<file path="src/rtl/dttp_pkg.sv">
package dttp_pkg;

  localparam int CharW  = 8;
  localparam int YearW  = 14;
  localparam int TwoW   = 7;
  localparam int MilliW = 10;
  localparam int PhaseW = 4;
  localparam int CountW = 3;

  localparam logic [CharW-1:0] CH_NUL   = 8'h00;
  localparam logic [CharW-1:0] CH_TAB   = 8'h09;
  localparam logic [CharW-1:0] CH_CR    = 8'h0D;
  localparam logic [CharW-1:0] CH_SPACE = 8'h20;
  localparam logic [CharW-1:0] CH_COMMA = 8'h2C;
  localparam logic [CharW-1:0] CH_DASH  = 8'h2D;
  localparam logic [CharW-1:0] CH_DOT   = 8'h2E;
  localparam logic [CharW-1:0] CH_SLASH = 8'h2F;
  localparam logic [CharW-1:0] CH_ZERO  = 8'h30;
  localparam logic [CharW-1:0] CH_NINE  = 8'h39;
  localparam logic [CharW-1:0] CH_COLON = 8'h3A;
  localparam logic [CharW-1:0] CH_T     = 8'h54;

  localparam logic [PhaseW-1:0] PH_LEAD  = 4'd0;
  localparam logic [PhaseW-1:0] PH_YEAR  = 4'd1;
  localparam logic [PhaseW-1:0] PH_MONTH = 4'd2;
  localparam logic [PhaseW-1:0] PH_DAY   = 4'd3;
  localparam logic [PhaseW-1:0] PH_TLEAD = 4'd4;
  localparam logic [PhaseW-1:0] PH_HOUR  = 4'd5;
  localparam logic [PhaseW-1:0] PH_MIN   = 4'd6;
  localparam logic [PhaseW-1:0] PH_SEC   = 4'd7;
  localparam logic [PhaseW-1:0] PH_MS    = 4'd8;
  localparam logic [PhaseW-1:0] PH_OK    = 4'd9;
  localparam logic [PhaseW-1:0] PH_FAIL  = 4'd10;

  typedef struct packed {
    logic [YearW-1:0]  year;
    logic [TwoW-1:0]   month;
    logic [TwoW-1:0]   day;
    logic [TwoW-1:0]   hour;
    logic [TwoW-1:0]   minute;
    logic [TwoW-1:0]   second;
    logic [MilliW-1:0] milli;
  } fields_t;

  typedef struct packed {
    logic [PhaseW-1:0] phase;
    logic [CountW-1:0] dcnt;
    logic              sep;
    fields_t           acc;
  } parse_state_t;

  typedef struct packed {
    logic    parse_ok;
    fields_t fields;
  } result_t;

  function automatic logic is_ws(logic [CharW-1:0] c);
    return (c == CH_SPACE) || ((c >= CH_TAB) && (c <= CH_CR));
  endfunction

  function automatic logic is_dig(logic [CharW-1:0] c);
    return (c >= CH_ZERO) && (c <= CH_NINE);
  endfunction

  function automatic logic [YearW-1:0] mac10(logic [YearW-1:0] a, logic [3:0] d);
    return (a << 3) + (a << 1) + YearW'(d);
  endfunction

endpackage

</file>
<file path="src/rtl/dttp_if.sv">
interface dttp_in_if;
  import dttp_pkg::*;

  logic             valid;
  logic             ready;
  logic [CharW-1:0] char_code;

  modport source (output valid, output char_code, input ready);
  modport sink   (input valid, input char_code, output ready);
endinterface

interface dttp_out_if;
  import dttp_pkg::*;

  logic              valid;
  logic              ready;
  logic              parse_ok;
  logic [YearW-1:0]  year_value;
  logic [TwoW-1:0]   month_value;
  logic [TwoW-1:0]   day_value;
  logic [TwoW-1:0]   hour_value;
  logic [TwoW-1:0]   minute_value;
  logic [TwoW-1:0]   second_value;
  logic [MilliW-1:0] milli_value;

  modport source (output valid, output parse_ok, output year_value, output month_value,
                  output day_value, output hour_value, output minute_value,
                  output second_value, output milli_value, input ready);
  modport sink   (input valid, input parse_ok, input year_value, input month_value,
                  input day_value, input hour_value, input minute_value,
                  input second_value, input milli_value, output ready);
endinterface

</file>
<file path="src/rtl/dttp_step.sv">
module dttp_step (
  input  dttp_pkg::parse_state_t        st_i,
  input  dttp_pkg::fields_t             cmt_i,
  input  logic [dttp_pkg::CharW-1:0]    char_i,
  output dttp_pkg::parse_state_t        st_o,
  output dttp_pkg::fields_t             cmt_o,
  output dttp_pkg::result_t             res_o
);
  import dttp_pkg::*;

  logic [PhaseW-1:0] ph;
  logic              skip;
  logic              ws;
  logic              dig;
  logic              endc;
  logic [3:0]        d;
  logic              do_commit;
  logic              with_time;
  logic              sep_hit;
  parse_state_t      st_n;
  fields_t           cmt_n;

  always_comb begin
    ph        = st_i.phase;
    skip      = 1'b0;
    ws        = is_ws(char_i);
    dig       = is_dig(char_i);
    endc      = ws || (char_i == CH_NUL);
    d         = char_i[3:0];
    do_commit = 1'b0;
    with_time = 1'b0;
    sep_hit   = st_i.sep ? (char_i == CH_SLASH) : (char_i == CH_DASH);
    st_n      = st_i;
    cmt_n     = cmt_i;

    if (ph == PH_LEAD) begin
      if (ws) skip = 1'b1;
      else ph = PH_YEAR;
    end
    if (ph == PH_TLEAD) begin
      if (ws) skip = 1'b1;
      else ph = PH_HOUR;
    end

    if (!skip) begin
      st_n.phase = ph;
      case (ph)
        PH_YEAR: begin
          if (dig && st_i.dcnt < 3'd4) begin
            st_n.acc.year = mac10(st_i.acc.year, d);
            st_n.dcnt     = st_i.dcnt + 3'd1;
          end else if (char_i == CH_DASH || char_i == CH_SLASH) begin
            st_n.sep   = (char_i == CH_SLASH);
            st_n.dcnt  = '0;
            st_n.phase = PH_MONTH;
          end else begin
            st_n.phase = PH_FAIL;
          end
        end
        PH_MONTH: begin
          if (dig && st_i.dcnt < 3'd2) begin
            st_n.acc.month = TwoW'(mac10(YearW'(st_i.acc.month), d));
            st_n.dcnt      = st_i.dcnt + 3'd1;
          end else if (st_i.dcnt != '0 && sep_hit) begin
            st_n.dcnt  = '0;
            st_n.phase = PH_DAY;
          end else begin
            st_n.phase = PH_FAIL;
          end
        end
        PH_DAY: begin
          if (dig && st_i.dcnt < 3'd2) begin
            st_n.acc.day = TwoW'(mac10(YearW'(st_i.acc.day), d));
            st_n.dcnt    = st_i.dcnt + 3'd1;
          end else if (st_i.dcnt == '0) begin
            st_n.phase = PH_FAIL;
          end else if (ws || char_i == CH_T) begin
            st_n.dcnt  = '0;
            st_n.phase = PH_TLEAD;
          end else begin
            do_commit = 1'b1;
          end
        end
        PH_HOUR: begin
          if (dig && st_i.dcnt < 3'd2) begin
            st_n.acc.hour = TwoW'(mac10(YearW'(st_i.acc.hour), d));
            st_n.dcnt     = st_i.dcnt + 3'd1;
          end else if (st_i.dcnt != '0 && char_i == CH_COLON) begin
            st_n.dcnt  = '0;
            st_n.phase = PH_MIN;
          end else begin
            st_n.phase = PH_FAIL;
          end
        end
        PH_MIN: begin
          if (dig && st_i.dcnt < 3'd2) begin
            st_n.acc.minute = TwoW'(mac10(YearW'(st_i.acc.minute), d));
            st_n.dcnt       = st_i.dcnt + 3'd1;
          end else if (st_i.dcnt == '0) begin
            st_n.phase = PH_FAIL;
          end else if (char_i == CH_COLON) begin
            st_n.dcnt  = '0;
            st_n.phase = PH_SEC;
          end else if (endc) begin
            do_commit = 1'b1;
            with_time = 1'b1;
          end else begin
            st_n.phase = PH_FAIL;
          end
        end
        PH_SEC: begin
          if (dig && st_i.dcnt < 3'd2) begin
            st_n.acc.second = TwoW'(mac10(YearW'(st_i.acc.second), d));
            st_n.dcnt       = st_i.dcnt + 3'd1;
          end else if (st_i.dcnt == '0) begin
            st_n.phase = PH_FAIL;
          end else if (char_i == CH_DOT || char_i == CH_COMMA) begin
            st_n.dcnt  = '0;
            st_n.phase = PH_MS;
          end else if (endc) begin
            do_commit = 1'b1;
            with_time = 1'b1;
          end else begin
            st_n.phase = PH_FAIL;
          end
        end
        PH_MS: begin
          if (dig && st_i.dcnt < 3'd3) begin
            st_n.acc.milli = MilliW'(mac10(YearW'(st_i.acc.milli), d));
            st_n.dcnt      = st_i.dcnt + 3'd1;
          end else if (st_i.dcnt == '0) begin
            st_n.phase = PH_FAIL;
          end else begin
            if (st_i.dcnt == 3'd1) begin
              st_n.acc.milli = (st_i.acc.milli << 6) + (st_i.acc.milli << 5)
                             + (st_i.acc.milli << 2);
            end else if (st_i.dcnt == 3'd2) begin
              st_n.acc.milli = (st_i.acc.milli << 3) + (st_i.acc.milli << 1);
            end
            if (endc) begin
              do_commit = 1'b1;
              with_time = 1'b1;
            end else begin
              st_n.phase = PH_FAIL;
            end
          end
        end
        PH_OK: begin
          st_n.phase = PH_OK;
        end
        default: begin
          st_n.phase = PH_FAIL;
        end
      endcase
    end

    if (do_commit) begin
      cmt_n.year   = st_n.acc.year;
      cmt_n.month  = st_n.acc.month;
      cmt_n.day    = st_n.acc.day;
      cmt_n.hour   = with_time ? st_n.acc.hour   : '0;
      cmt_n.minute = with_time ? st_n.acc.minute : '0;
      cmt_n.second = with_time ? st_n.acc.second : '0;
      cmt_n.milli  = with_time ? st_n.acc.milli  : '0;
      st_n.phase   = PH_OK;
    end

    res_o.parse_ok = (st_n.phase == PH_OK);
    res_o.fields   = cmt_n;

    if (char_i == CH_NUL) begin
      st_n       = '0;
      st_n.phase = PH_LEAD;
    end

    st_o  = st_n;
    cmt_o = cmt_n;
  end

endmodule

</file>
<file path="src/rtl/date_time_text_parser.sv">
// Date/time text parser.
// in_chan carries one character byte per transfer (valid/ready); a zero byte
// ends the string. For every zero byte one result goes out on out_chan: a
// parse_ok flag and the committed year, month, day, hour, minute, second and
// millisecond values. A string that fails leaves the committed values as they
// were and reports parse_ok low; nonzero bytes produce no result.
// Each character lands in an input register; then one pass of parse logic
// updates the state and, for a zero byte, loads the result register, and
// out_chan.valid rises with that load. Throughput is one character per cycle,
// save while a zero byte waits on a pending result; the parse state is a
// single register stage updated per character, which sets that rate.
// While a result waits for out_chan.ready, characters keep flowing until a
// second zero byte reaches the input register; that byte then holds there
// and in_chan.ready drops until the pending result transfers.
// Reset (rst_n low, synchronous) empties both registers, returns the parser
// to skipping leading whitespace and clears the committed values to zero.
module date_time_text_parser (
  input  logic         clk,
  input  logic         rst_n,
  dttp_in_if.sink      in_chan,
  dttp_out_if.source   out_chan
);
  import dttp_pkg::*;

  logic             in_vld_r;
  logic [CharW-1:0] char_r;
  logic             out_vld_r;
  result_t          res_r;
  parse_state_t     st_r;
  fields_t          cmt_r;

  parse_state_t     st_nxt;
  fields_t          cmt_nxt;
  result_t          res_nxt;
  logic             is_nul;
  logic             adv;

  assign is_nul        = (char_r == CH_NUL);
  assign adv           = in_vld_r && (!is_nul || !out_vld_r || out_chan.ready);
  assign in_chan.ready = !in_vld_r || adv;

  dttp_step u_step (
    .st_i   (st_r),
    .cmt_i  (cmt_r),
    .char_i (char_r),
    .st_o   (st_nxt),
    .cmt_o  (cmt_nxt),
    .res_o  (res_nxt)
  );

  always_ff @(posedge clk) begin
    if (!rst_n) begin
      in_vld_r <= 1'b0;
    end else if (in_chan.valid && in_chan.ready) begin
      in_vld_r <= 1'b1;
    end else if (adv) begin
      in_vld_r <= 1'b0;
    end
  end

  always_ff @(posedge clk) begin
    if (in_chan.valid && in_chan.ready) begin
      char_r <= in_chan.char_code;
    end
  end

  always_ff @(posedge clk) begin
    if (!rst_n) begin
      st_r  <= {PH_LEAD, {($bits(parse_state_t) - PhaseW){1'b0}}};
      cmt_r <= '0;
    end else if (adv) begin
      st_r  <= st_nxt;
      cmt_r <= cmt_nxt;
    end
  end

  always_ff @(posedge clk) begin
    if (!rst_n) begin
      out_vld_r <= 1'b0;
    end else if (adv && is_nul) begin
      out_vld_r <= 1'b1;
    end else if (out_chan.ready) begin
      out_vld_r <= 1'b0;
    end
  end

  always_ff @(posedge clk) begin
    if (adv && is_nul) begin
      res_r <= res_nxt;
    end
  end

  assign out_chan.valid        = out_vld_r;
  assign out_chan.parse_ok     = res_r.parse_ok;
  assign out_chan.year_value   = res_r.fields.year;
  assign out_chan.month_value  = res_r.fields.month;
  assign out_chan.day_value    = res_r.fields.day;
  assign out_chan.hour_value   = res_r.fields.hour;
  assign out_chan.minute_value = res_r.fields.minute;
  assign out_chan.second_value = res_r.fields.second;
  assign out_chan.milli_value  = res_r.fields.milli;

`ifndef SYNTHESIS
  a_nul_restarts: assert property (@(posedge clk) disable iff (!rst_n)
    adv && is_nul |=> st_r.phase == PH_LEAD && st_r.dcnt == '0)
    else $error("parser not restarted after end of string");

  a_result_source: assert property (@(posedge clk) disable iff (!rst_n)
    $rose(out_vld_r) |-> $past(adv) && $past(is_nul))
    else $error("result without terminating character");

  a_result_held: assert property (@(posedge clk) disable iff (!rst_n)
    out_vld_r && !out_chan.ready |=> out_vld_r && $stable(res_r))
    else $error("stalled result changed or dropped");

  a_count_bound: assert property (@(posedge clk) disable iff (!rst_n)
    st_r.dcnt <= 3'd4)
    else $error("digit count out of range");
`endif

endmodule

</file>
<file path="src/flat_wrapper.sv">
// flat-port wrapper written by rule: the top's interface ports become plain ports
module date_time_text_parser_flat import dttp_pkg::*;
  (clk, rst_n, in_chan_valid, in_chan_char_code, in_chan_ready, out_chan_valid, out_chan_parse_ok, out_chan_year_value, out_chan_month_value, out_chan_day_value, out_chan_hour_value, out_chan_minute_value, out_chan_second_value, out_chan_milli_value, out_chan_ready);
  dttp_in_if in_chan_i ();
  dttp_out_if out_chan_i ();
  input  logic clk;
  input  logic rst_n;
  input wire logic [$bits(in_chan_i.valid)-1:0] in_chan_valid;
  input wire logic [$bits(in_chan_i.char_code)-1:0] in_chan_char_code;
  output wire logic [$bits(in_chan_i.ready)-1:0] in_chan_ready;
  output wire logic [$bits(out_chan_i.valid)-1:0] out_chan_valid;
  output wire logic [$bits(out_chan_i.parse_ok)-1:0] out_chan_parse_ok;
  output wire logic [$bits(out_chan_i.year_value)-1:0] out_chan_year_value;
  output wire logic [$bits(out_chan_i.month_value)-1:0] out_chan_month_value;
  output wire logic [$bits(out_chan_i.day_value)-1:0] out_chan_day_value;
  output wire logic [$bits(out_chan_i.hour_value)-1:0] out_chan_hour_value;
  output wire logic [$bits(out_chan_i.minute_value)-1:0] out_chan_minute_value;
  output wire logic [$bits(out_chan_i.second_value)-1:0] out_chan_second_value;
  output wire logic [$bits(out_chan_i.milli_value)-1:0] out_chan_milli_value;
  input wire logic [$bits(out_chan_i.ready)-1:0] out_chan_ready;
  assign in_chan_i.valid = in_chan_valid;
  assign in_chan_i.char_code = in_chan_char_code;
  assign in_chan_ready = in_chan_i.ready;
  assign out_chan_valid = out_chan_i.valid;
  assign out_chan_parse_ok = out_chan_i.parse_ok;
  assign out_chan_year_value = out_chan_i.year_value;
  assign out_chan_month_value = out_chan_i.month_value;
  assign out_chan_day_value = out_chan_i.day_value;
  assign out_chan_hour_value = out_chan_i.hour_value;
  assign out_chan_minute_value = out_chan_i.minute_value;
  assign out_chan_second_value = out_chan_i.second_value;
  assign out_chan_milli_value = out_chan_i.milli_value;
  assign out_chan_i.ready = out_chan_ready;
  date_time_text_parser u_core (.clk(clk), .rst_n(rst_n), .in_chan(in_chan_i), .out_chan(out_chan_i));
endmodule
</file>
<file path="config.mk">
export PLATFORM = sky130hd
export DESIGN_NAME = date_time_text_parser_flat
export DESIGN_NICKNAME = d
export VERILOG_FILES = /design/src/rtl/dttp_pkg.sv /design/src/rtl/dttp_if.sv /design/src/rtl/dttp_step.sv /design/src/rtl/date_time_text_parser.sv /design/src/flat_wrapper.sv
export SDC_FILE = /design/constraint.sdc
export NUM_CORES = 1
export LEC_CHECK = 0
export BUFFER_PORTS_ARGS = -buffer_cell sky130_fd_sc_hd__clkbuf_2
export CORE_AREA = 2 2 171 239
export DETAILED_ROUTE_END_ITERATION = 6
export DIE_AREA = 0 0 173 241
export GPL_TIMING_DRIVEN = 0
export PLACE_DENSITY = 0.45
export SETUP_SLACK_MARGIN = 0.5
export SLEW_MARGIN = 20
export SYNTH_ARGS = -nofsm -noshare
export SYNTH_HDL_FRONTEND = slang
export SYNTH_SLANG_ARGS = --single-unit
</file>
<file path="constraint.sdc">
create_clock -name clk -period 4.6 [get_ports clk]
set_input_delay 0.23 -clock clk [delete_from_list [all_inputs] [get_ports clk]]
set_output_delay 0.23 -clock clk [all_outputs]
set_load 0.005 [all_outputs]
</file>
* Word level (Yosys, flattened, before mapping)
Cells that the tools add are included.
Operators by class: add/sub/neg operators 18, $lt $le $gt $ge 7, equality and inequality tests 31, mux-type cells 90, reduce and logical (&&, ||, !) cells 32
Operators with widths (number):
- 67-bit 2-to-1 mux | 2
- 7-bit 2-to-1 mux | 14
- 4-bit 2-to-1 mux | 23
- 10-bit 2-to-1 mux | 6
- 59-bit 2-to-1 mux | 1
- 8-bit by 6-bit equality test with 1-bit output, second input constant | 6
- 3-bit 2-to-1 mux | 14
- 10-bit adder | 4
- 4-bit by 3-bit inequality test with 1-bit output, second input constant | 9
- 7-bit by 4-bit adder with 7-bit output | 5
- 7-bit adder | 5
- 4-bit case mux with 8 select lines | 1
- 1-bit 2-to-1 mux | 24
- 3-bit case mux with 7 select lines | 1
- 4-bit by 3-bit equality test with 1-bit output, second input constant | 4
- 15-bit 2-to-1 mux | 1
- 14-bit adder | 1
- 14-bit by 4-bit adder with 14-bit output | 1
- 14-bit 2-to-1 mux | 1
- 13-bit AND reduction | 1
- 4-bit equality test, second input constant | 3
- 10-bit by 4-bit adder with 10-bit output | 1
- 1-bit logical AND | 10
- 4-bit by 2-bit equality test with 1-bit output, second input constant | 2
- other kinds (24) | 38
Storage, ports and cells: bits in registers 196, input bits 12, output and inout port bits 62, logic and storage cells 206

* Longest topological paths before layout
Gate-level depths: netlist of run 1.
word-level depth 15, depth in mapped cells 12, mapped depth without buffers 11

* Modules after synthesis
A second synthesis of run 1 with hierarchy kept.
Unflattened totals: cell total of the unflattened synthesis 2058, area total of the unflattened synthesis 16246.8 µm²
Modules (own cells, without submodules):
- date_time_text_parser | instances 1, cells each 1247, area an instance 10483.8 µm², seq. area each 4604.4 µm²
- dttp_step | instances 1, cells each 811, area an instance 5763.0 µm², seq. area each 0.0 µm²

* Worst setup path after synthesis of run 1
OpenSTA, ideal clock, no wires.
path kind reg2reg, from register u_core.char_r[1], to register u_core.res_r (netlist bit u_core.out_chan.day_value[0]), enable pin, library setup time 0.414 ns, arrival 2.929 ns, path slack 1.257 ns, cell stages (with the launch flop) 6, path through edfxtp_1 buf_6 or4_1 nor3_2 nand2_1 inv_1
Between the ends: word-level cells in the longest chain between the ends 6
Ends and longest elaborated chain:
- start, declared | RTL line date_time_text_parser.sv:26 | logic [CharW-1:0] char_r;
- start signal, assigned | RTL line date_time_text_parser.sv:63 | char_r <= in_chan.char_code;
- 8-bit logical NOT * | RTL line date_time_text_parser.sv:38 | assign is_nul = (char_r == CH_NUL);
- 1-bit logical NOT | RTL line date_time_text_parser.sv:39 | assign adv = in_vld_r && (!is_nul || !out_vld_r || out_chan.ready);
- 1-bit logical OR (2 in series) | RTL line date_time_text_parser.sv:39
- 1-bit logical AND | RTL line date_time_text_parser.sv:39
- 1-bit logical AND * | RTL line date_time_text_parser.sv:88 | if (adv && is_nul) begin
- end signal, assigned | RTL line date_time_text_parser.sv:89 | res_r <= res_nxt;
- end, declared | RTL line date_time_text_parser.sv:28 | result_t res_r;
Mark *: on every way between the ends. The rest lies on a longest branch, timed or not. A chain may end at the register's enable or synchronous reset.

* Worst setup path after layout of run 1
from register u_core.st_r[63] (netlist bit), to register u_core.cmt_r[33] (netlist bit)
Between the ends: word-level cells in the longest chain between the ends 8, elaborated cells between the ends (all ways) 18, those cells by class eq/ne (5); mux (12); reduce/logical (1)
Ends and longest elaborated chain:
- start, declared | RTL line date_time_text_parser.sv:29 | parse_state_t st_r;
- start signal, assigned | RTL line date_time_text_parser.sv:69 | st_r <= {PH_LEAD, {($bits(parse_state_t) - PhaseW){1'b0}}};
- start signal, assigned | RTL line date_time_text_parser.sv:72 | st_r <= st_nxt;
- 4-bit logical NOT or 4-bit 2-to-1 mux (tied branches) | RTL line dttp_step.sv:36, dttp_step.sv:37
- 4-bit 2-to-1 mux | RTL line dttp_step.sv:36 | if (ph == PH_LEAD) begin
- 4-bit by 3-bit equality test with 1-bit output or 4-bit 2-to-1 mux (tied branches) | RTL line dttp_step.sv:40, dttp_step.sv:41
- 4-bit 2-to-1 mux | RTL line dttp_step.sv:40 | if (ph == PH_TLEAD) begin
- 4-bit equality test (tied with other cells) | RTL line dttp_step.sv:47 | case (ph)
- 1-bit case mux with 4 select lines or 7-bit 2-to-1 mux (tied branches) | RTL line dttp_step.sv:47
- 1-bit 2-to-1 mux or 67-bit 2-to-1 mux (tied branches) | RTL line dttp_step.sv:45 | if (!skip) begin
- 59-bit 2-to-1 mux * | RTL line dttp_step.sv:157 | if (do_commit) begin
- end signal, assigned | RTL line date_time_text_parser.sv:73 | cmt_r <= cmt_nxt;
- end, declared | RTL line date_time_text_parser.sv:30 | fields_t cmt_r;
Mark *: on every way between the ends. The rest lies on a longest branch, timed or not. The select of a mux whose other input is x is not followed.

==> results summary, run 1 <==
For the worst-skew pair, the clock arrives at the later sink with an insertion delay of 470 ps. In the finished design, the share of the clock period the worst path needs comes to 0.807. The die span in x came out at 173 µm. Across the run, the number of max-cap violations was 0.

The number of optimization iterations in the first detailed-route pass is 5. The overall power consumption is 3.69 mW. The relative contribution of combinational cells to total power is 0.072. The initial antenna violation count came to 0. The number of H-tree levels came out at 4. The layout-stage area growth over the synthesis result came out at 15.3%. Pin placement for this block handled 74 I/O pins. The share of async-settable or async-resettable flops after synthesis is 0. The CTS tree is built. In the final layout, the share of cells above drive strength 1 is 0.114. The switching share of total power is 0.268. The maximum clock rate is 269 MHz.

The cell area after layout came out at 13500 µm². The total die area is 41700 µm². The fraction of the yosys area taken by sequential cells is 0.393.

In the synthesized netlist the dominant register cell turns out to be sky130_fd_sc_hd__dfxtp_1. The number of buffers on the longest clock path came out at 2. The clock transition at the registers of the reported paths came out at 80 ps. The clock power share is 0.437.

Buffers inserted during clock tree synthesis total 17. The proportion of power drawn by flip-flops and latches came out at 0.491. The total wire length came out at 37700 µm. The count of fill cells added during filler insertion is 4101.

The vertical extent of the die is 241 µm. The run finished with clean final reports. Entering global routing, the biggest net connects 36 pins. The total setup violations reported at the end of the flow is 0. The first-pass GRT wire length came out at 57700 µm.

The sort of element at the end of the critical path is a flip-flop. The most instantiated library cell after synthesis is sky130_fd_sc_hd__dfxtp_1. The total global routing overflow is 0. In this run, distinct cell masters in the synthesized netlist total 73. The worst hold path belongs to the class primary input to flip-flop.

Clock skew on the completed layout was measured at 16.4 ps. Ranked by instance count, the synthesized netlist is headed by sky130_fd_sc_hd__dfxtp_1 (128), sky130_fd_sc_hd__nand2_1 (115), sky130_fd_sc_hd__ha_1 (84), sky130_fd_sc_hd__a21oi_1 (76). The number of instances in the synthesized netlist came out at 1240. The register-to-register setup slack came out at 890 ps.

The area inside the core boundary came out at 39400 µm². The count of vias placed by the detailed router came out at 9723. The number of clock sinks is 196. STA classifies the critical path startpoint as a flip-flop. For this design the static power due to leakage is 5.69 nW.

For this run, the post-layout net count is 1464. The flop and latch count out of synthesis came out at 196. Once placement finished, the instance area stood at 12800 µm². The number of DRC markers in iteration 0 is 606. In this run the power density over the cells is 273 nW/µm². The final critical-path required period is 3710 ps. The weighted congestion reported at the end of routability-driven placement came out at 0.905. The number of buffer cells added on primary ports is 72. The antenna diode count is 0. The number of nets handed over by synthesis was 1359. At the pin with the least slew margin, the transition time is 1100 ps. The ratio of routed vias to standard cells is 5.16. The placed wire-length estimate is 27700 µm. The critical path required time came out at 5010 ps. The max-slew violation total from the final report is 0.

The combined flip-flop and latch cell area is 4600 µm². The total internal power came out at 2.70 mW. In the final routed layout, each cell accounts on average for 20.0 µm. By area the synthesized netlist is led by sky130_fd_sc_hd__dfxtp_1 (22%), sky130_fd_sc_hd__edfxtp_1 (17%), sky130_fd_sc_hd__ha_1 (9.0%). The aggregate global-route resource usage came out at 0.183.

The post-synthesis cell area came out at 11700 µm². The via count of the first global-routing pass is 9575. For this design the total switching power over the nets is 991 µW.

The effective utilization at floorplan is 0.298. The maximum ir drop on the vdd rail came out at 242 µV. The top-area cell type share of the netlist area is 0.218. The arrival time reported for the critical path endpoint is 4120 ps. The row count came out at 86. Setup repair after global routing left no endpoint under its margin. The area of combinational cells with multiple inputs is 6640 µm².

The final-report hold violation count came out at 0. The maximum fanout encountered on the critical timing path came out at 10. The root buffer cell is sky130_fd_sc_hd__clkbuf_16.

The Yosys step of the flow raised 0 warnings. The count of antenna-violating nets left after detailed routing is 0. The worst setup path is of the flip-flop to flip-flop kind. Yosys mapped a number of flops with a built-in enable equal to 68. The headroom to the max-slew limit came out at 0.260. Of all cell types, the one taking the most synthesized area is sky130_fd_sc_hd__dfxtp_1.

The average instance in the mapped netlist occupies 9.46 µm². The DRC violation count after routing is 0.
[area by class of cell]
class,instances,share of cell area
multi-input combinational,923,0.491
sequential,196,0.341
tap,528,0.0489
timing repair buffer,86,0.0368
clock buffer,19,0.0336
buffer,78,0.0244
clock inverter,13,0.0128
inverter,43,0.0121
[sequential cells by signal, indices dropped and copies added (netlist names)]
register                      cells
u_core.char_r                     8
u_core.out_chan.valid             1
u_core.out_chan.year_value       14
u_core.out_chan.month_value       7
u_core.out_chan.second_value      7
u_core.st_r                      67
u_core.cmt_r                     59
u_core.in_vld_r                   1
u_core.out_chan.hour_value        7
u_core.out_chan.parse_ok          1
u_core.out_chan.day_value         7
u_core.out_chan.minute_value      7
u_core.out_chan.milli_value      10
[worst paths after layout]
kind,from,depth (start not counted),endpoint
setup reg to reg,u_core.st_r[63],8,u_core.cmt_r[33]
hold / removal,in_chan_valid,3,u_core.in_vld_r
hold reg to reg,u_core.cmt_r[5],2,u_core.cmt_r[5]
setup / recovery,u_core.st_r[63],8,u_core.cmt_r[33]
[layer usage]
layer  wire length (µm)  vias to the layer above  part of all wire  global-route usage
met2              19400                      232              0.51               0.338
met4               1110                        0             0.029              0.0660
met3               1030                       55             0.027              0.0266
li1                   -                     4712                 -                   -
met1              16200                     4724              0.43               0.215
met5                  0                        -                 0                   0
[placed cells by master, fill, tap and decap left out, drive strengths merged, types with 21 or more instances in the layout]
cell	n
clkbuf	142
dfxtp	128
nand2	115
ha	84
a21oi	77
nor2b	68
edfxtp	68
o21ai	62
nor2	52
inv	51
nand3	49
a22oi	38
mux2i	35
xnor2	33
buf	33
and2	25
fa	23
o211a	21
[power by group through the flow]
stage	Clock, mW	Sequential (mW)	Combinational (mW)
5_1_grt	1.73	1.82	0.289
3_3_place_gp	0	1.87	0.239
3_5_place_dp	0	1.87	0.240
6_report	1.61	1.82	0.265
2_1_floorplan	0	1.85	0.153
4_1_cts	1.66	1.82	0.266
[per-stage QoR]
stage / worst slack (ps) / hold WS [ps] / cells / util / setup TNS [ps]
finish: 889 / 41.5 / 1886 / 0.343 / 0
global route: 740 / 71.8 / 1886 / 0.343 / 0
CTS: 957 / 22.3 / 1886 / 0.343 / 0
detailed placement: 53.5 / 412 / 1841 / 0.324 / 0
global placement: -852 / 413 / 1840 / 0.324 / -50380
floorplan: 1260 / 329 / 1240 / - / 0
[logic make-up after synthesis]
| group | after synthesis | share of synthesized area |
|---|---|---|
| adder cells (fa/ha/maj) | 107 | 0.129 |
| multiplexers | 43 | 0.0376 |
| buffers and inverters | 121 | 0.0419 |
| AND/OR/NAND/NOR | 399 | 0.175 |
| flip-flops | 196 | 0.393 |
| XOR/XNOR | 50 | 0.0373 |
| AO/OA/AOI/OAI | 324 | 0.187 |
[critical path, stage by stage (launching register included)]
cell,delay [ps]
sky130_fd_sc_hd__dfxtp_1,420
sky130_fd_sc_hd__clkbuf_1,440
sky130_fd_sc_hd__nand3b_1,190
sky130_fd_sc_hd__nor2_1,650
sky130_fd_sc_hd__nand4_1,360
sky130_fd_sc_hd__o22ai_1,620
sky130_fd_sc_hd__buf_2,500
sky130_fd_sc_hd__buf_2,310
sky130_fd_sc_hd__o211a_1,160
[what timing repair did]
item | 4_1_cts | 5_1_grt
endpoints found under the setup margin | 47 | 0
hold buffers | 8 | 0
gates resized for setup | 1 | 0
endpoints found under the hold margin | 8 | 0
buffers inserted | 5 | 0
(Power assumes the default switching activity.)
==> inputs of run 2 (changes only) <==
- PLACE_DENSITY: 0.45 -> 0.46
- clock period: 4.6 -> 3.4 ns (I/O delays scaled with it)
==> results summary, run 2 (synthesis gave the netlist of run 1 again) <==
The aggregate global-route resource usage is 0.186 (+0.00270). The kind of cell with the highest combined delay along the critical path is compound AO/OA/AOI/OAI gates. The count of antenna-violating nets left after detailed routing is 0 (unchanged). The run finished with clean final reports. The largest register by flop count is u_core.st_r. The post-route clock period utilization came out at 0.924 (+0.117).

For this design, the slowest cell found on the critical path is sky130_fd_sc_hd__fa_1. The via count of the first global-routing pass came out at 10100 (+5.0%). The cell area after layout was 14700 µm² (+8.7%). The effective utilization at floorplan is 0.298 (unchanged).

The final worst slack is 260 ps (-629 ps). The number of optimization iterations in the first detailed-route pass came out at 5 (unchanged). The final-report hold violation count came out at 0 (unchanged). The DRC violation count after routing is 0 (unchanged). The flip-flop count of the largest register, all copies and words added is 67 (unchanged). The pin count of the biggest net entering global routing is 33 (-8.3%). The placed wire-length estimate is 27800 µm (+0.22%).

The total global routing overflow came to 0 (unchanged). CTS placed an instance of sky130_fd_sc_hd__clkbuf_16 at the clock tree root. The setup clock skew after layout came out at 14.3 ps (-2.11 ps). The maximum ir drop on the vdd rail is 298 µV (+23%).

The leakage power is 6.13 nW (+7.7%). The worst setup slack after placement came out at -1150 ps (-1200 ps). The number of buffers on the longest clock path is 2 (unchanged). The layout-stage area growth over the synthesis result is 25.3%. The top cell types in the final layout, fill and taps aside, are sky130_fd_sc_hd__dfxtp_1 (123), sky130_fd_sc_hd__nand2_1 (108), sky130_fd_sc_hd__clkbuf_2 (86), sky130_fd_sc_hd__ha_1 (78), sky130_fd_sc_hd__edfxtp_1 (68). The critical path goes through buf_6 -> fa_1 -> ha_1 -> a21o_1 -> a2111o_1 -> buf_4 -> xor2_1 -> o211ai_1 -> nand2_1 -> a22o_1. The number of cells in the finished layout apart from fillers came to 1934 (+2.5%). The count of fill cells added during filler insertion was 4045 (-1.4%). The path class of the tightest hold or removal check is primary input to flip-flop.

The ratio of routed vias to standard cells came to 5.19 (+0.75%). The final net count came to 1512 (+3.3%). The area inside the core boundary is 39400 µm² (unchanged). The row count is 86 (unchanged). The total setup violations reported at the end of the flow came out at 0 (unchanged). The final critical-path required period is 3140 ps (-571 ps). The reported max-cap violation count is 0 (unchanged). The max-slew violation total from the final report came out at 0 (unchanged). The weighted congestion reported at the end of routability-driven placement is 0.894 (-1.1%). The I/O pin count came to 74 (unchanged). The insertion delay to the later sink of the worst-skew pair was 460 ps (about the same). The delay of the slowest critical-path stage came out at 460 ps (-190 ps). The number of DRC markers in iteration 0 came out at 739 (+22%). The number of clock sinks came out at 196 (unchanged).

The count of vias placed by the detailed router is 10000 (+3.3%). The arrival time reported for the critical path endpoint came out at 3350 ps (-770 ps). The setup path with the least slack is of type flip-flop to flip-flop.

The buffering stage count on the worst path with inverters included came out at 2 (-1). The initial antenna violation count is 0 (unchanged). The first-pass GRT wire length is 59200 µm (+2.5%).

The leading cell type in the layout, fill and taps excluded is sky130_fd_sc_hd__dfxtp_1. The maximum clock rate was 318 MHz (+18%). The worst setup path is launched from a flip-flop. The total die area came out at 41700 µm² (unchanged). The ratio of total power to cell area came out at 341 nW/µm² (+25%).

The vertical extent of the die is 241 µm (unchanged). The total wire length is 39100 µm (+3.6%). The proportion of layout cells with a drive suffix above 1 is 0.240 (+0.126).

The antenna diode count came out at 0 (unchanged). STA classifies the critical path endpoint as a flip-flop. The mean routed wirelength per cell was 20.2 µm (+1.0%). The pin slew with the least headroom to its limit is 853 ps (-249 ps). The maximum fanout encountered on the critical timing path is 2 (-8). The number of H-tree levels came out at 4 (unchanged). The headroom to the max-slew limit was 0.429 (+0.169).

The worst hold slack after final layout was 110 ps (+68.3 ps). The die span in x is 173 µm (unchanged). The placed instance count came out at 1842 (+0.054%).

Setup repair after global routing could not meet its margin everywhere. The placed cell area is 12800 µm² (+0.41%). The number of buffer cells added on primary ports is 72 (unchanged). The number of buffers created by CTS came out at 17 (unchanged). The CTS tree is built. The clock transition at the registers of the reported paths came out at 90 ps (about the same).

The critical path required time came out at 3610 ps (-1400 ps).
-- run 2: cell count changes in the layout (fill, tap and decap cells not counted), moves of 8 or more --
cell and delta:
sky130_fd_sc_hd__a21oi_2 +19, sky130_fd_sc_hd__fa_2 +8, sky130_fd_sc_hd__clkbuf_2 +14, sky130_fd_sc_hd__buf_6 +12, sky130_fd_sc_hd__clkbuf_1 -23, sky130_fd_sc_hd__nor3_1 -10, sky130_fd_sc_hd__a21oi_1 -21, sky130_fd_sc_hd__fa_1 -8
sky130_fd_sc_hd__o21ai_1 +10, sky130_fd_sc_hd__buf_4 +48, sky130_fd_sc_hd__buf_2 -16, sky130_fd_sc_hd__o21ai_0 -15
-- run 2: cell type report --
cell class / count / area (µm²) / area share
multi-input cells: 923 / 7240 / 0.493
flip-flops and latches: 196 / 4610 / 0.314
repair buffers: 134 / 922 / 0.0628
well taps: 528 / 661 / 0.0450
plain buffers: 78 / 490 / 0.0334
clock buffers: 17 / 425 / 0.0290
clock inverters: 15 / 173 / 0.0118
inverters: 43 / 165 / 0.0112
-- run 2: layer usage --
metal / GRT usage / vias to the layer above / part of all wire
li1: - / 4811 / -
met1: 0.216 / 4931 / 0.42
met2: 0.346 / 238 / 0.52
met3: 0.0219 / 65 / 0.034
met4: 0.0727 / 0 / 0.029
met5: 0 / - / 0
-- run 2: worst register-to-register path: stages (launching register included) --
cell,delay (ps)
sky130_fd_sc_hd__edfxtp_1,430
sky130_fd_sc_hd__buf_6,150
sky130_fd_sc_hd__fa_1,460
sky130_fd_sc_hd__ha_1,300
sky130_fd_sc_hd__a21o_1,180
sky130_fd_sc_hd__a2111o_1,420
sky130_fd_sc_hd__buf_4,160
sky130_fd_sc_hd__xor2_1,150
sky130_fd_sc_hd__o211ai_1,320
sky130_fd_sc_hd__nand2_1,150
sky130_fd_sc_hd__a22o_1,190
-- run 2: final timing paths --
| kind | slack (ps) | endpoint | startpoint | cells past startpoint |
|---|---|---|---|---|
| setup / recovery | 260 | u_core.out_chan.milli_value[7] | u_core.char_r[3] | 10 |
| hold / removal | 110 | u_core.out_chan.valid | out_chan_ready | 4 |
| setup reg to reg | 260 | u_core.out_chan.milli_value[7] | u_core.char_r[3] | 10 |
| hold reg to reg | 470 | u_core.cmt_r[5] | u_core.cmt_r[5] | 2 |
-- run 2: stage by stage --
stage,utilization,power [mW],setup TNS [ps]
3_5_place_dp,0.326,2.86,-88580
2_1_floorplan,-,2.72,0
3_3_place_gp,0.325,2.86,-147130
6_report,0.373,5.01,0
4_1_cts,0.362,5.03,0
5_1_grt,0.373,5.18,0
-- run 2: what timing repair did --
item	CTS	global route
gates resized for setup	127	100
endpoints found under the setup margin	246	151
buffers inserted	34	17
hold endpoints to repair	9	0
pin swaps	26	31
hold buffers	9	0
-- run 2: power breakdown --
part,switching (mW),internal [mW],total [mW]
sequential,0.0191,2.43,2.45
clock,1.12,1.00,2.12
combinational,0.283,0.156,0.439
total,1.42,3.59,5.01
==> inputs of run 3 (changes only) <==
- ABC_AREA: unset -> 1
- CORE_AREA: 2 2 171 239 -> 2 2 174 245
- DIE_AREA: 0 0 173 241 -> 0 0 176 247
==> results summary, run 3 <==
The flow ran to the end, and the final reports show no timing, DRC or antenna violations. The aggregate global-route resource usage came out at 0.178 (-0.00759). The number of DRC markers in iteration 0 came to 601 (-19%). The number of different library cells in the post-synthesis netlist is 47 (-36%). The tightest min-delay check is of the primary input to flip-flop type.

The register-to-register setup slack came to 640 ps (+380 ps). The leakage power came out at 6.67 nW (+8.8%). The area inside the core boundary is 41500 µm² (+5.5%). The maximum clock rate came to 362 MHz (+14%).

The flip-flop count of the largest register, all copies and words added is 67 (unchanged). The endpoint identified for the worst register-to-register timing path is u_core.out_chan.year_value[10]. The maximum fanout encountered on the critical timing path is 3 (+1). The final-report hold violation count came out at 0 (unchanged).

The pin slew with the least headroom to its limit is 746 ps (-107 ps). The via count of the first global-routing pass was 10600 (+5.7%). The worst setup slack after placement came out at -398 ps (+754 ps).

The number of cells in the finished layout apart from fillers came to 2284 (+18%). The effective utilization at floorplan is 0.296 (-0.00221). The total global routing overflow is 0 (unchanged). The overall power consumption was 5.08 mW (+1.3%). The cell that appears most often on the critical path is sky130_fd_sc_hd__nand2_1. Leaving out fill and tap cells, the most frequent cells in the layout are sky130_fd_sc_hd__nand2_1 (393), sky130_fd_sc_hd__inv_1 (228), sky130_fd_sc_hd__a21oi_1 (140), sky130_fd_sc_hd__dfxtp_1 (124), sky130_fd_sc_hd__ha_1 (83). The initial antenna violation count is 0 (unchanged).

The die span in x came out at 176 µm (+1.7%). The setup clock skew after layout is 13.4 ps (-0.841 ps). For hold timing, the worst endpoint is u_core.st_r[61]. The final critical-path required period came out at 2760 ps (-377 ps). The critical path required time came out at 3610 ps (about the same). The placed wire-length estimate came out at 29100 µm (+4.8%). The Yosys warning count was 0 (unchanged). The root buffer cell chosen for the clock tree is sky130_fd_sc_hd__clkbuf_16.

The critical path in this run is classified as flip-flop to flip-flop. Setup repair after global routing could not meet its margin everywhere. The number of buffers on the longest clock path came out at 2 (unchanged).

The number of buffer cells added on primary ports is 73 (+1.4%). The max-slew violation total from the final report is 0 (unchanged). The share of async-settable or async-resettable flops after synthesis is 0 (unchanged).

The worst hold slack after final layout came out at 55.7 ps (-54.0 ps). The cell count of the worst hold path is 3 (-1). The count of flip-flops with a built-in enable after synthesis is 68 (unchanged).

The row count came out at 89 (+3.5%). The placed instance count was 2227 (+21%). After synthesis, the most frequently instantiated cells are sky130_fd_sc_hd__nand2_1 (404), sky130_fd_sc_hd__inv_1 (230), sky130_fd_sc_hd__a21oi_1 (142), sky130_fd_sc_hd__dfxtp_1 (128), sky130_fd_sc_hd__nor2_1 (86). The number of instances in the synthesized netlist came to 1606 (+30%). Traced cell by cell, the critical path runs through buf_6 -> buf_12 -> fa_1 -> inv_1 -> fa_2 -> o21ai_2 -> nand2_1 -> nand2_1 -> xor2_1 -> nand2_1 -> o21ai_2 -> nand2_1 -> o21ai_1 -> inv_1. The maximum ir drop on the vdd rail came out at 327 µV (+9.5%).

Among all cell types in the netlist, the one instantiated most often is sky130_fd_sc_hd__nand2_1. The CTS tree is built. The antenna diode count was 0 (unchanged). The weighted congestion reported at the end of routability-driven placement came out at 0.867 (-3.0%). The total die area came to 43500 µm² (+4.3%). u_core.st_r holds more flip-flops than any other register.

The ratio of routed vias to standard cells was 4.71 (-9.4%). The startpoint of the worst hold path is rst_n. The beginning of the worst register-to-register path is u_core.char_r[3]. Compared with the post-synthesis result, the final layout area differs by 17.2%.

The fraction of the yosys area taken by sequential cells is 0.375 (-0.0176). The flop and latch count out of synthesis came out at 196 (unchanged). The delay of the slowest critical-path stage is 500 ps (+40 ps). The number of clock sinks is 196 (unchanged). The ratio of total power to cell area is 353 nW/µm² (+3.4%). The average instance area after synthesis came out at 7.64 µm² (-19%).

The number of optimization iterations in the first detailed-route pass came out at 5 (unchanged). The pin count of the biggest net entering global routing came out at 32 (-3.0%). The top-area cell type share of the netlist area came out at 0.209 (-0.00978). The headroom to the max-slew limit is 0.503 (+0.0738). The insertion delay to the later sink of the worst-skew pair is 460 ps (about the same). The mean routed wirelength per cell is 16.7 µm (-17%). The vertical extent of the die came out at 247 µm (+2.5%). The count of antenna-violating nets left after detailed routing is 0 (unchanged).

The I/O pin count is 74 (unchanged). The post-synth net total came out at 1725 (+27%). The total setup violations reported at the end of the flow is 0 (unchanged).

The clock transition at the registers of the reported paths came out at 70 ps (-20 ps). STA classifies the critical path startpoint as a flip-flop. The cell with the largest stage delay on the worst path is sky130_fd_sc_hd__fa_1.

The first-pass GRT wire length came out at 58800 µm (-0.68%). The arrival time reported for the critical path endpoint was 2970 ps (-380 ps). The count of vias placed by the detailed router came to 10800 (+7.0%). The reported max-cap violation count is 0 (unchanged). The post-route clock period utilization came out at 0.813 (-0.111). Leaving out fill and tap cells, the most frequent cell in the layout is sky130_fd_sc_hd__nand2_1. The worst reg2reg path depth came to 14 (+4). The number of H-tree levels is 4 (unchanged).

The final worst slack came out at 637 ps (+377 ps). The number of buffers created by CTS came to 17 (unchanged). The post-synthesis cell area was 12300 µm² (+4.7%). For this run, the leading register cell type out of synthesis is sky130_fd_sc_hd__dfxtp_1. The proportion of layout cells with a drive suffix above 1 came out at 0.160 (-0.0797).

By area the synthesized netlist is led by sky130_fd_sc_hd__dfxtp_1 (21%), sky130_fd_sc_hd__edfxtp_1 (17%), sky130_fd_sc_hd__nand2_1 (12%). The DRC violation count after routing is 0 (unchanged). The final net count came out at 1844 (+22%). The total wire length is 38100 µm (-2.6%). The cell taking the most area after synthesis is sky130_fd_sc_hd__dfxtp_1. The worst setup path is captured at a flip-flop.

The count of fill cells added during filler insertion came out at 4424 (+9.4%).
==> run 3: report_power, final <==
group	total, mW	leakage (nW)	internal (mW)	switching, mW
registers	2.51	1.65	2.48	0.0289
clock network	1.99	0.272	1.02	0.965
logic	0.582	4.75	0.188	0.394
total	5.08	6.67	3.69	1.39
==> run 3: worst max-delay path by stage <==
| stage | from | endpoint | slack, ps | cells past startpoint |
|---|---|---|---|---|
| after floorplan | u_core.char_r[3] | u_core.out_chan.day_value[0] | 600 | 8 |
| after global placement | u_core.char_r[3] | u_core.out_chan.day_value[5] | -800 | 8 |
| after detailed placement | u_core.char_r[3] | u_core.cmt_r[54] | -400 | 12 |
| after CTS | u_core.char_r[3] | u_core.cmt_r[54] | 420 | 14 |
| after global routing | u_core.char_r[3] | u_core.out_chan.year_value[10] | 420 | 14 |
| final | u_core.char_r[3] | u_core.out_chan.year_value[10] | 640 | 14 |
==> run 3: what timing repair did <==
item                                   in CTS  in global routing
setup endpoints to repair                 246                 60
hold buffers                               10                  0
pin swaps                                   3                 15
resized for setup                          21                 54
endpoints found under the hold margin      10                  0
buffers inserted                           13                  2
==> run 3: per-stage QoR <==
| stage | TNS [ps] | instance area, µm² | util |
|---|---|---|---|
| floorplan | 0 | 12300 | - |
| finish | 0 | 14400 | 0.346 |
| global placement | -48360 | 13300 | 0.321 |
| detailed placement | -1380 | 13400 | 0.322 |
| CTS | 0 | 14200 | 0.342 |
| global route | 0 | 14400 | 0.346 |
==> run 3: logic make-up after synthesis <==
logic type / count (synthesis) / share of synthesized area
AO/OA/AOI/OAI: 330 / 0.154
XOR/XNOR: 48 / 0.0342
adder cells (fa/ha/maj): 107 / 0.123
buffers and inverters: 305 / 0.0992
flip-flops: 196 / 0.375
AND/OR/NAND/NOR: 620 / 0.215
==> run 3: cell type report <==
| class | instances | area [µm²] | area share |
|---|---|---|---|
| multi-input cells | 1105 | 6640 | 0.462 |
| flip-flops and latches | 196 | 4610 | 0.320 |
| inverters | 250 | 947 | 0.0658 |
| well taps | 546 | 683 | 0.0475 |
| repair buffers | 100 | 679 | 0.0472 |
| clock buffers | 21 | 440 | 0.0306 |
| plain buffers | 55 | 277 | 0.0192 |
| clock inverters | 11 | 105 | 0.00731 |
==> run 3: per-layer routing <==
layer	vias up	share of wire	GRT usage
li1	5438	-	-
met5	-	0	0
met3	49	0.030	0.0220
met2	182	0.53	0.337
met4	0	0.031	0.0719
met1	5082	0.41	0.200
==> run 3: worst max-delay path: cells and delay by family, from the launching register on <==
kind,cells,cell delay (ps)
compound gates,3,370
xor+xnor,1,160
fa+ha+maj,2,930
buf+inv,4,390
flops,1,380
simple gates,4,280
